<file path="src/rtl/core/zlhch_pkg.sv">
// shared types, constants and hash step for the zip local header check block
package zlhch_pkg;

   // defaults for top-level parameters
   localparam int BUFFER_BYTES_DEFAULT = 512;
   localparam int QUEUE_DEPTH_DEFAULT  = 4;

   // fixed widths of the beat fields
   localparam int LEN_W    = 10;
   localparam int STATUS_W = 4;
   localparam int HASH_W   = 64;

   // header layout, byte offsets from the start of the image
   localparam int MAGIC_POS     = 0;
   localparam int METHOD_POS    = 8;
   localparam int SIZE_POS      = 18;
   localparam int NAME_LEN_POS  = 26;
   localparam int EXTRA_LEN_POS = 28;
   localparam int HEADER_BYTES  = 30;

   localparam logic [31:0]       ZIP_MAGIC      = 32'h04034b50;
   localparam logic [HASH_W-1:0] FNV_BASIS      = 64'hcbf29ce484222325;
   localparam logic [LEN_W-1:0]  MIN_SIZE_RESET = 10'd10;

   // status codes
   localparam logic [STATUS_W-1:0] STATUS_OK         = 4'd0;
   localparam logic [STATUS_W-1:0] STATUS_OVERRUN    = 4'd1;
   localparam logic [STATUS_W-1:0] STATUS_SHORT      = 4'd2;
   localparam logic [STATUS_W-1:0] STATUS_MAGIC      = 4'd3;
   localparam logic [STATUS_W-1:0] STATUS_COMPRESSED = 4'd4;
   localparam logic [STATUS_W-1:0] STATUS_EXTRA      = 4'd5;
   localparam logic [STATUS_W-1:0] STATUS_NAME_LONG  = 4'd6;
   localparam logic [STATUS_W-1:0] STATUS_DATA_LONG  = 4'd7;
   localparam logic [STATUS_W-1:0] STATUS_SMALL      = 4'd8;

   // one classified byte handed from front to back
   typedef struct packed {
      logic [7:0]          data_byte;
      logic                hash_en;
      logic                last;
      logic [STATUS_W-1:0] status;
      logic [LEN_W-1:0]    name_length;
      logic [LEN_W-1:0]    data_size;
      logic [LEN_W-1:0]    data_offset;
   } zlhch_entry_type;

   // fnv-1a 64 step; prime is 2^40 + 0x1b3, done as shifts and adds
   function automatic logic [HASH_W-1:0] fnv_step(input logic [HASH_W-1:0] h,
                                                  input logic [7:0] b);
      logic [HASH_W-1:0] x;
      x = h ^ {56'd0, b};
      return (x << 40) + (x << 8) + (x << 7) + (x << 5) + (x << 4) + (x << 1) + x;
   endfunction

endpackage

</file>
<file path="src/rtl/core/zip_local_header_check_hash.sv">
// Checks the local file header of a stored zip image streamed in one byte per
// beat and hashes its payload with fnv-1a 64. The image ends on the beat with
// req_last_byte set; that beat yields one result with a status code and, when
// the status is ok, the name length, payload size, payload offset and hash
// (all other fields zero). Bytes beyond BUFFER_BYTES are dropped and flag an
// overrun. One byte is taken every cycle while the queue has room; when it is
// full, req_ready drops. The result passes from the queue to the result
// register after the final byte is taken. A queue of QUEUE_DEPTH beats lets
// the input keep flowing while a result waits to be taken. min_data_size is
// written through csr_write_enable and csr_write_data and resets to 10; the
// user must write it only while the block is idle, which is not enforced.
module zip_local_header_check_hash import zlhch_pkg::*; #(
   parameter int BUFFER_BYTES = BUFFER_BYTES_DEFAULT,
   parameter int QUEUE_DEPTH  = QUEUE_DEPTH_DEFAULT
) (
   input  logic                clock,
   input  logic                reset,
   input  logic                req_valid,
   output logic                req_ready,
   input  logic [7:0]          req_data_byte,
   input  logic                req_last_byte,
   output logic                rsp_valid,
   input  logic                rsp_ready,
   output logic [STATUS_W-1:0] rsp_status,
   output logic [LEN_W-1:0]    rsp_name_length,
   output logic [LEN_W-1:0]    rsp_data_size,
   output logic [LEN_W-1:0]    rsp_data_offset,
   output logic [HASH_W-1:0]   rsp_payload_hash,
   input  logic                csr_write_enable,
   input  logic [LEN_W-1:0]    csr_write_data
);

   logic            push_valid, push_ready;
   logic            pop_valid, pop_ready;
   zlhch_entry_type push_entry, pop_entry;

   // header parse and checks
   zlhch_front #(
      .BUFFER_BYTES(BUFFER_BYTES)
   ) u_front (
      .clock            (clock),
      .reset            (reset),
      .req_valid        (req_valid),
      .req_ready        (req_ready),
      .req_data_byte    (req_data_byte),
      .req_last_byte    (req_last_byte),
      .csr_write_enable (csr_write_enable),
      .csr_write_data   (csr_write_data),
      .push_valid       (push_valid),
      .push_ready       (push_ready),
      .push_entry       (push_entry)
   );

   // decoupling queue
   zlhch_queue #(
      .DEPTH(QUEUE_DEPTH)
   ) u_queue (
      .clock      (clock),
      .reset      (reset),
      .push_valid (push_valid),
      .push_ready (push_ready),
      .push_entry (push_entry),
      .pop_valid  (pop_valid),
      .pop_ready  (pop_ready),
      .pop_entry  (pop_entry)
   );

   // hash and result
   zlhch_back u_back (
      .clock            (clock),
      .reset            (reset),
      .pop_valid        (pop_valid),
      .pop_ready        (pop_ready),
      .pop_entry        (pop_entry),
      .rsp_valid        (rsp_valid),
      .rsp_ready        (rsp_ready),
      .rsp_status       (rsp_status),
      .rsp_name_length  (rsp_name_length),
      .rsp_data_size    (rsp_data_size),
      .rsp_data_offset  (rsp_data_offset),
      .rsp_payload_hash (rsp_payload_hash)
   );

endmodule

</file>
<file path="src/rtl/core/zlhch_front.sv">
// front end: byte position, header capture, payload window and final checks
module zlhch_front import zlhch_pkg::*; #(
   parameter int BUFFER_BYTES = BUFFER_BYTES_DEFAULT
) (
   input  logic                  clock,
   input  logic                  reset,
   input  logic                  req_valid,
   output logic                  req_ready,
   input  logic [7:0]            req_data_byte,
   input  logic                  req_last_byte,
   input  logic                  csr_write_enable,
   input  logic [LEN_W-1:0]      csr_write_data,
   output logic                  push_valid,
   input  logic                  push_ready,
   output zlhch_entry_type       push_entry
);

   localparam int PW = $clog2(BUFFER_BYTES + 1);
   localparam int XW = 34;

   logic [LEN_W-1:0] min_size_ff;
   logic [PW-1:0]    pos_ff, pos_in;
   logic             overrun_ff, overrun_in;
   logic [31:0]      magic_ff, magic_in;
   logic [15:0]      method_ff, method_in;
   logic [31:0]      packed_ff, packed_in;
   logic [15:0]      name_len_ff, name_len_in;
   logic [15:0]      extra_len_ff, extra_len_in;

   logic             accept;
   logic             overrun_now;
   logic [XW-1:0]    pos_x, len_x, start_x, name_end_x, data_end_x;
   logic [STATUS_W-1:0] status;

   assign req_ready  = push_ready;
   assign push_valid = req_valid;
   assign accept     = req_valid & push_ready;

   // a byte past the buffer is dropped
   assign overrun_now = (pos_ff >= PW'(BUFFER_BYTES));

   // header field capture at fixed positions
   always_comb begin
      magic_in     = magic_ff;
      method_in    = method_ff;
      packed_in    = packed_ff;
      name_len_in  = name_len_ff;
      extra_len_in = extra_len_ff;
      for (int k = 0; k < 4; k++) begin
         if (pos_ff == PW'(MAGIC_POS + k)) magic_in[8*k +: 8] = req_data_byte;
         if (pos_ff == PW'(SIZE_POS + k)) packed_in[8*k +: 8] = req_data_byte;
      end
      for (int k = 0; k < 2; k++) begin
         if (pos_ff == PW'(METHOD_POS + k)) method_in[8*k +: 8] = req_data_byte;
         if (pos_ff == PW'(NAME_LEN_POS + k)) name_len_in[8*k +: 8] = req_data_byte;
         if (pos_ff == PW'(EXTRA_LEN_POS + k)) extra_len_in[8*k +: 8] = req_data_byte;
      end
   end

   // payload window from the completed header
   assign pos_x   = XW'(pos_ff);
   assign len_x   = pos_x + XW'(1);
   assign start_x = XW'(HEADER_BYTES) + XW'(name_len_ff);

   // end of name and end of payload with this beat's fields
   assign name_end_x = XW'(HEADER_BYTES) + XW'(name_len_in);
   assign data_end_x = name_end_x + XW'(packed_in);

   // checks in priority order
   always_comb begin
      if (overrun_ff || overrun_now) begin
         status = STATUS_OVERRUN;
      end else if (len_x < XW'(HEADER_BYTES)) begin
         status = STATUS_SHORT;
      end else if (magic_in != ZIP_MAGIC) begin
         status = STATUS_MAGIC;
      end else if (method_in != 16'd0) begin
         status = STATUS_COMPRESSED;
      end else if (extra_len_in != 16'd0 || name_len_in[15]) begin
         status = STATUS_EXTRA;
      end else if (name_end_x > len_x) begin
         status = STATUS_NAME_LONG;
      end else if (data_end_x > len_x) begin
         status = STATUS_DATA_LONG;
      end else if (packed_in < {22'd0, min_size_ff}) begin
         status = STATUS_SMALL;
      end else begin
         status = STATUS_OK;
      end
   end

   // classified beat toward the back end
   always_comb begin
      push_entry.data_byte   = req_data_byte;
      push_entry.hash_en     = !overrun_now && (pos_x >= start_x) &&
                               ((pos_x - start_x) < XW'(packed_ff));
      push_entry.last        = req_last_byte;
      push_entry.status      = status;
      push_entry.name_length = name_len_in[LEN_W-1:0];
      push_entry.data_size   = packed_in[LEN_W-1:0];
      push_entry.data_offset = name_end_x[LEN_W-1:0];
   end

   // position advance, restart after the final byte
   always_comb begin
      pos_in     = overrun_now ? pos_ff : pos_ff + PW'(1);
      overrun_in = overrun_ff | overrun_now;
   end

   // image state
   always_ff @(posedge clock) begin
      if (reset) begin
         pos_ff       <= '0;
         overrun_ff   <= 1'b0;
         magic_ff     <= '0;
         method_ff    <= '0;
         packed_ff    <= '0;
         name_len_ff  <= '0;
         extra_len_ff <= '0;
      end else if (accept) begin
         if (req_last_byte) begin
            pos_ff       <= '0;
            overrun_ff   <= 1'b0;
            magic_ff     <= '0;
            method_ff    <= '0;
            packed_ff    <= '0;
            name_len_ff  <= '0;
            extra_len_ff <= '0;
         end else begin
            pos_ff       <= pos_in;
            overrun_ff   <= overrun_in;
            magic_ff     <= magic_in;
            method_ff    <= method_in;
            packed_ff    <= packed_in;
            name_len_ff  <= name_len_in;
            extra_len_ff <= extra_len_in;
         end
      end
   end

   // minimum payload size register
   always_ff @(posedge clock) begin
      if (reset) begin
         min_size_ff <= MIN_SIZE_RESET;
      end else if (csr_write_enable) begin
         min_size_ff <= csr_write_data;
      end
   end

endmodule

</file>
<file path="src/rtl/core/zlhch_queue.sv">
// short fifo of classified beats between front and back
module zlhch_queue import zlhch_pkg::*; #(
   parameter int DEPTH = QUEUE_DEPTH_DEFAULT
) (
   input  logic            clock,
   input  logic            reset,
   input  logic            push_valid,
   output logic            push_ready,
   input  zlhch_entry_type push_entry,
   output logic            pop_valid,
   input  logic            pop_ready,
   output zlhch_entry_type pop_entry
);

   localparam int AW = $clog2(DEPTH);
   localparam int CW = $clog2(DEPTH + 1);

   zlhch_entry_type slot_ff [DEPTH];
   logic [AW-1:0]   wr_ptr_ff, rd_ptr_ff;
   logic [CW-1:0]   count_ff, count_in;
   logic            do_push, do_pop;

   assign push_ready = (count_ff != CW'(DEPTH));
   assign pop_valid  = (count_ff != '0);
   assign pop_entry  = slot_ff[rd_ptr_ff];
   assign do_push    = push_valid & push_ready;
   assign do_pop     = pop_valid & pop_ready;

   // occupancy
   always_comb begin
      count_in = count_ff;
      if (do_push && !do_pop) count_in = count_ff + CW'(1);
      if (!do_push && do_pop) count_in = count_ff - CW'(1);
   end

   // pointers and count
   always_ff @(posedge clock) begin
      if (reset) begin
         wr_ptr_ff <= '0;
         rd_ptr_ff <= '0;
         count_ff  <= '0;
      end else begin
         count_ff <= count_in;
         if (do_push) begin
            wr_ptr_ff <= (wr_ptr_ff == AW'(DEPTH - 1)) ? '0 : wr_ptr_ff + AW'(1);
         end
         if (do_pop) begin
            rd_ptr_ff <= (rd_ptr_ff == AW'(DEPTH - 1)) ? '0 : rd_ptr_ff + AW'(1);
         end
      end
   end

   // storage
   always_ff @(posedge clock) begin
      if (do_push) begin
         slot_ff[wr_ptr_ff] <= push_entry;
      end
   end

endmodule

</file>
<file path="src/rtl/core/zlhch_back.sv">
// back end: fnv-1a 64 over payload beats and the result register
module zlhch_back import zlhch_pkg::*; (
   input  logic                clock,
   input  logic                reset,
   input  logic                pop_valid,
   output logic                pop_ready,
   input  zlhch_entry_type     pop_entry,
   output logic                rsp_valid,
   input  logic                rsp_ready,
   output logic [STATUS_W-1:0] rsp_status,
   output logic [LEN_W-1:0]    rsp_name_length,
   output logic [LEN_W-1:0]    rsp_data_size,
   output logic [LEN_W-1:0]    rsp_data_offset,
   output logic [HASH_W-1:0]   rsp_payload_hash
);

   logic [HASH_W-1:0]   hash_ff, hash_in;
   logic                valid_ff;
   logic [STATUS_W-1:0] status_ff;
   logic [LEN_W-1:0]    name_len_ff, size_ff, offset_ff;
   logic [HASH_W-1:0]   result_hash_ff;
   logic                do_pop, ok;

   // a final beat waits until the result register is free
   assign pop_ready = !pop_entry.last || !valid_ff || rsp_ready;
   assign do_pop    = pop_valid & pop_ready;
   assign ok        = (pop_entry.status == STATUS_OK);

   // hash step for payload beats
   assign hash_in = pop_entry.hash_en ? fnv_step(hash_ff, pop_entry.data_byte) : hash_ff;

   // running hash
   always_ff @(posedge clock) begin
      if (reset) begin
         hash_ff <= FNV_BASIS;
      end else if (do_pop) begin
         hash_ff <= pop_entry.last ? FNV_BASIS : hash_in;
      end
   end

   // result valid
   always_ff @(posedge clock) begin
      if (reset) begin
         valid_ff <= 1'b0;
      end else if (do_pop && pop_entry.last) begin
         valid_ff <= 1'b1;
      end else if (rsp_ready) begin
         valid_ff <= 1'b0;
      end
   end

   // result fields; lengths, offset and hash zeroed unless the image checks out
   always_ff @(posedge clock) begin
      if (do_pop && pop_entry.last) begin
         status_ff      <= pop_entry.status;
         name_len_ff    <= ok ? pop_entry.name_length : '0;
         size_ff        <= ok ? pop_entry.data_size : '0;
         offset_ff      <= ok ? pop_entry.data_offset : '0;
         result_hash_ff <= ok ? hash_in : '0;
      end
   end

   assign rsp_valid        = valid_ff;
   assign rsp_status       = status_ff;
   assign rsp_name_length  = name_len_ff;
   assign rsp_data_size    = size_ff;
   assign rsp_data_offset  = offset_ff;
   assign rsp_payload_hash = result_hash_ff;

endmodule
</file>
<file path="config.mk">
export PLATFORM = sky130hd
export DESIGN_NAME = zip_local_header_check_hash
export DESIGN_NICKNAME = d
export VERILOG_FILES = /design/src/rtl/core/zlhch_pkg.sv /design/src/rtl/core/zip_local_header_check_hash.sv /design/src/rtl/core/zlhch_front.sv /design/src/rtl/core/zlhch_queue.sv /design/src/rtl/core/zlhch_back.sv
export SDC_FILE = /design/constraint.sdc
export NUM_CORES = 2
export LEC_CHECK = 0
export BUFFER_PORTS_ARGS = -buffer_cell sky130_fd_sc_hd__buf_4
export CORE_MARGIN = 2
export CORE_UTILIZATION = 55
export DETAILED_ROUTE_END_ITERATION = 7
export GPL_ROUTABILITY_DRIVEN = 1
export HOLD_SLACK_MARGIN = 0.08
export PLACE_DENSITY = 0.83
export REMOVE_ABC_BUFFERS = 1
export SLEW_MARGIN = 15
export SYNTH_ARGS = -nofsm -noshare
export SYNTH_HDL_FRONTEND = slang
export SYNTH_SLANG_ARGS = --single-unit
</file>
<file path="constraint.sdc">
create_clock -name clock -period 15.7 [get_ports clock]
set_input_delay 0 -clock clock [delete_from_list [all_inputs] [get_ports clock]]
set_output_delay 0 -clock clock [all_outputs]
set_load 0.05 [all_outputs]
</file>
==> flow_metrics.py <==
metrics = {
    "outcome": {
        "status": "finished clean",
    },
    "drt": {
        "drt-initial-drc-count": 2450,
        "drt_wl_total_microns": 89000,
        "drt-pass1-iter-count": 6,
        "wl_per_cell_microns": 22.6,
        "vias": 24800,
        "vias_per_cell": 6.29,
        "drc_errors": 0,
        "antenna_left": 0,
    },
    "setup_path": {
        "critPathSlowestCell": "buf_4",
        "crit_path_end_kind": "flip-flop",
        "cpPeakStageDelay_ns": 0.66,
        "worstSetupStartpointType": "flip-flop",
        "crit_type": "flip-flop to flip-flop",
        "worstPathCellList": "buf_4 -> mux4_2 -> xor2_1 -> inv_1 -> fa_1 -> inv_1 -> fa_1 -> fa_1 -> fa_1 -> ha_1 -> a21oi_1 -> inv_1 -> a21o_1 -> a21oi_1 -> o21ai_0 -> a221oi_1 -> o21ba_2 -> o41ai_1 -> a32o_1 -> or4b_2 -> a31oi_1 -> xnor2_1 -> a211oi_1",
        "arrival_ns": 8.49,
        "crit_top_cell": "fa_1",
        "cp.required_ns": 16.01,
        "cp_max_fo": 44,
        "rr_worst_depth": 23,
        "reg2reg_slack_ns": 7.52,
        "reg2reg_to": "u_back.rsp_payload_hash[63]",
        "endpoint": "u_back.rsp_payload_hash[63]",
    },
    "clock_network": {
        "htree_levels": 2,
        "cts_sinks": 476,
        "cts_tree": "yes",
        "cts_root_buf": "clkbuf_16",
        "numCtsBuffers": 50,
        "clockBufferDepth": 3,
        "cts.clk_slew.worst_paths_ns": 0.06,
        "insertion_delay_ns": 0.63,
        "postCtsSetupBuffers": 0,
    },
    "synthesis": {
        "synth_top_family_by_area": "adder cells",
        "synthTopCellsByCount": "nor2_1, edfxtp_1, fa_1",
        "muxShareOfSynthArea_pct": 4.78,
        "netlist_instances": 3046,
        "yosys.area_share.simple_pct": 12.5,
        "synth_async_sr_flop_share_pct": 0,
        "synth_edf_count": 269,
        "synth_area_sq_mm": 0.0324,
        "synth_compound_area_share_pct": 13.7,
        "synth_xor_area_share_pct": 3.95,
        "yosysTopAreaCell": "edfxtp_1",
        "synth_most_common_cell": "nor2_1",
        "ys_types": 88,
        "synth_fa_ha_area_share_pct": 23.7,
        "ys_warn_count": 0,
        "synth_ff_type": "edfxtp_1",
        "yosysTopAreaCellShare_pct": 24.9,
        "syn_avg_cell_area_sq_um": 10.7,
        "yosysSeqAreaShare_pct": 37.7,
        "synth_area_leaders": "edfxtp_1, fa_1, dfxtp_1",
        "ys_seq_elements": 476,
    },
    "sta": {
        "fin_skew_ns": 0.0388,
        "hold_viol_final": 0,
        "tns_ns": 0,
        "final_max_slew_viol_count": 0,
        "finalCritPeriodShare_pct": 52.1,
        "min_period_ns": 8.18,
        "max_slew.worst_pin.slew_ns": 1.29,
        "rsz0062_at_grt": "false",
        "setup_violations": 0,
        "max_slew_margin_pct": 13.6,
        "fmaxAchievable_mhz": 122,
    },
    "global_route": {
        "met3_usage_pct": 5.33,
        "grt_pass1_wl_microns": 140000,
        "grt.total_usage_pct": 29.5,
        "grt_max_degree": 79,
        "first_global_vias": 24700,
        "gr-usage-met1_pct": 38.6,
        "use_met2_pct": 48.0,
        "busiest_layer": "met2",
        "antenna_found_initial": 1,
        "grt_overflow": 0,
    },
    "floorplan": {
        "design.core.area_sq_mm": 0.0587,
        "die_h_microns": 247,
        "initial_core_util_pct": 55.3,
        "die_w_microns": 247,
        "fp-row-count": 89,
        "ios": 124,
        "die-area_sq_mm": 0.0610,
    },
    "cells_and_area": {
        "multi_input_area_sq_mm": 0.0191,
        "seq_area_sq_mm": 0.0122,
        "final_nets": 3617,
        "antennaDiodeCount": 0,
        "layout-drive-gt1-share_pct": 10.8,
        "fill_cells": 4457,
        "syn2layout_area_growth_pct": 11.0,
    },
    "placed_design": {
        "io_buffers": 123,
        "gp_congestion": 0.995,
        "detailed_place_hpwl_microns": 61900,
    },
    "worst_hold_path": {
        "hold_class": "primary input to flip-flop",
        "hold_depth": 5,
    },
    "flow_run": {
        "drv_cap": 0,
    },
}
## cell usage in the layout, fill, tap and decap left out, types with 13 or more instances in the layout
| cell type | synthesis | routed |
|---|---|---|
| nor2_1 | 314 | 310 |
| edfxtp_1 | 269 | 269 |
| fa_1 | 254 | 254 |
| nand2_1 | 239 | 239 |
| ha_1 | 208 | 208 |
| dfxtp_1 | 207 | 205 |
| a21oi_1 | 203 | 203 |
| inv_1 | 166 | 166 |
| buf_4 | 1 | 147 |
| a22oi_1 | 130 | 130 |
| o21ai_0 | 88 | 87 |
| xnor2_1 | 84 | 84 |
| a21o_1 | 73 | 73 |
| nor2b_1 | 61 | 61 |
| xor2_1 | 57 | 57 |
| clkbuf_16 | 0 | 50 |
| nor3_1 | 45 | 45 |
| nand3_1 | 43 | 43 |
| mux4_2 | 42 | 42 |
| nand4_1 | 38 | 38 |
| dlygate4sd3_1 | 0 | 34 |
| mux2i_1 | 32 | 32 |
| o211ai_1 | 26 | 26 |
| a31oi_1 | 23 | 23 |
| mux2_2 | 23 | 23 |
| nand2b_1 | 22 | 22 |
| nor4_1 | 21 | 21 |
| o21a_1 | 17 | 16 |
| a211oi_1 | 15 | 15 |
| and3_1 | 18 | 14 |
| o21ai_1 | 13 | 13 |
## flip-flops by register name, summed over array words and instances, names as in the netlist, named ones only
signal	cells
u_queue.rd_ptr_ff	2
u_queue.wr_ptr_ff	2
u_back.rsp_data_size	10
u_front.extra_len_ff	16
u_front.overrun_ff	1
u_back.hash_ff	64
u_front.magic_ff	32
u_front.method_ff	16
u_front.packed_ff	32
u_queue.slot_ff	172
u_back.rsp_name_length	9
u_back.rsp_status	4
u_queue.count_ff	3
u_front.name_len_ff	16
u_front.min_size_ff	10
u_front.pos_ff	10
u_back.rsp_valid	1
u_back.rsp_payload_hash	64
u_back.rsp_data_offset	10
## worst min-delay path by stage
| stage | from | to | slack [ns] |
|---|---|---|---|
| 2_1_floorplan | reset | u_front.pos_ff[2] | 0.07 |
| 3_3_place_gp | csr_write_data[1] | u_front.min_size_ff[1] | 0.24 |
| 3_5_place_dp | csr_write_data[3] | u_front.min_size_ff[3] | 0.24 |
| 4_1_cts | rsp_ready | u_back.rsp_valid | 0.27 |
| 5_1_grt | rsp_ready | u_back.rsp_valid | 0.32 |
| 6_report | rsp_ready | u_back.rsp_valid | 0.27 |
## cells by family (layout without fill, tap and decap cells)
kind of cell / after synthesis / in the layout
DFF: 476 / 476
xor gates and xnor gates: 143 / 143
buffers and inverters: 317 / 443
AOI/OAI and AO/OA: 682 / 682
muxes: 99 / 99
and+or+nand+nor: 867 / 867
adders and majority gates: 462 / 462
## stage by stage
stage / area, sq um / worst slack [ns] / utilization, % / instances / hold slack, ns
2_1_floorplan: 31900 / 7.18 / - / 2896 / 0.0691
3_3_place_gp: 34000 / 7.72 / 57.9 / 3817 / 0.236
3_5_place_dp: 34000 / 7.48 / 57.9 / 3817 / 0.244
4_1_cts: 36000 / 7.50 / 61.3 / 3944 / 0.268
5_1_grt: 36000 / 6.90 / 61.4 / 3945 / 0.321
6_report: 36000 / 7.52 / 61.4 / 3945 / 0.272
## critical path, delay by kind of cell (launching register included)
kind,cells,cell delay [ns]
simple gates,1,0.61
compound gates,10,2.15
fa+ha+maj,5,2.41
mux,1,0.61
xor+xnor,2,0.79
flops,1,0.31
buf+inv,4,1.01
## routing by layer
metal,vias to the layer above,share of wire (%)
met4,0,4.6
met5,-,0
met1,12200,39
li1,11100,-
met2,1297,47
met3,239,8.8
## area by class of cell
cell class                 count  share of cell area [%]
multi-input combinational   2253                    53.0
sequential                   476                    33.9
timing repair buffer         183                    4.10
inverter                     167                    1.74
clock inverter                27                   0.723
clock buffer                  66                    3.84
tap                          773                    2.69
## what timing repair did
action | 4_1_cts | 5_1_grt
setup endpoints to repair | 0 | 0
hold buffers | 34 | 0
hold endpoints to repair | 107 | 0
resized for setup | 0 | 0
Power is not shown: default switching activity piles up to over one toggle a cycle in this logic, so the estimate is an artifact.
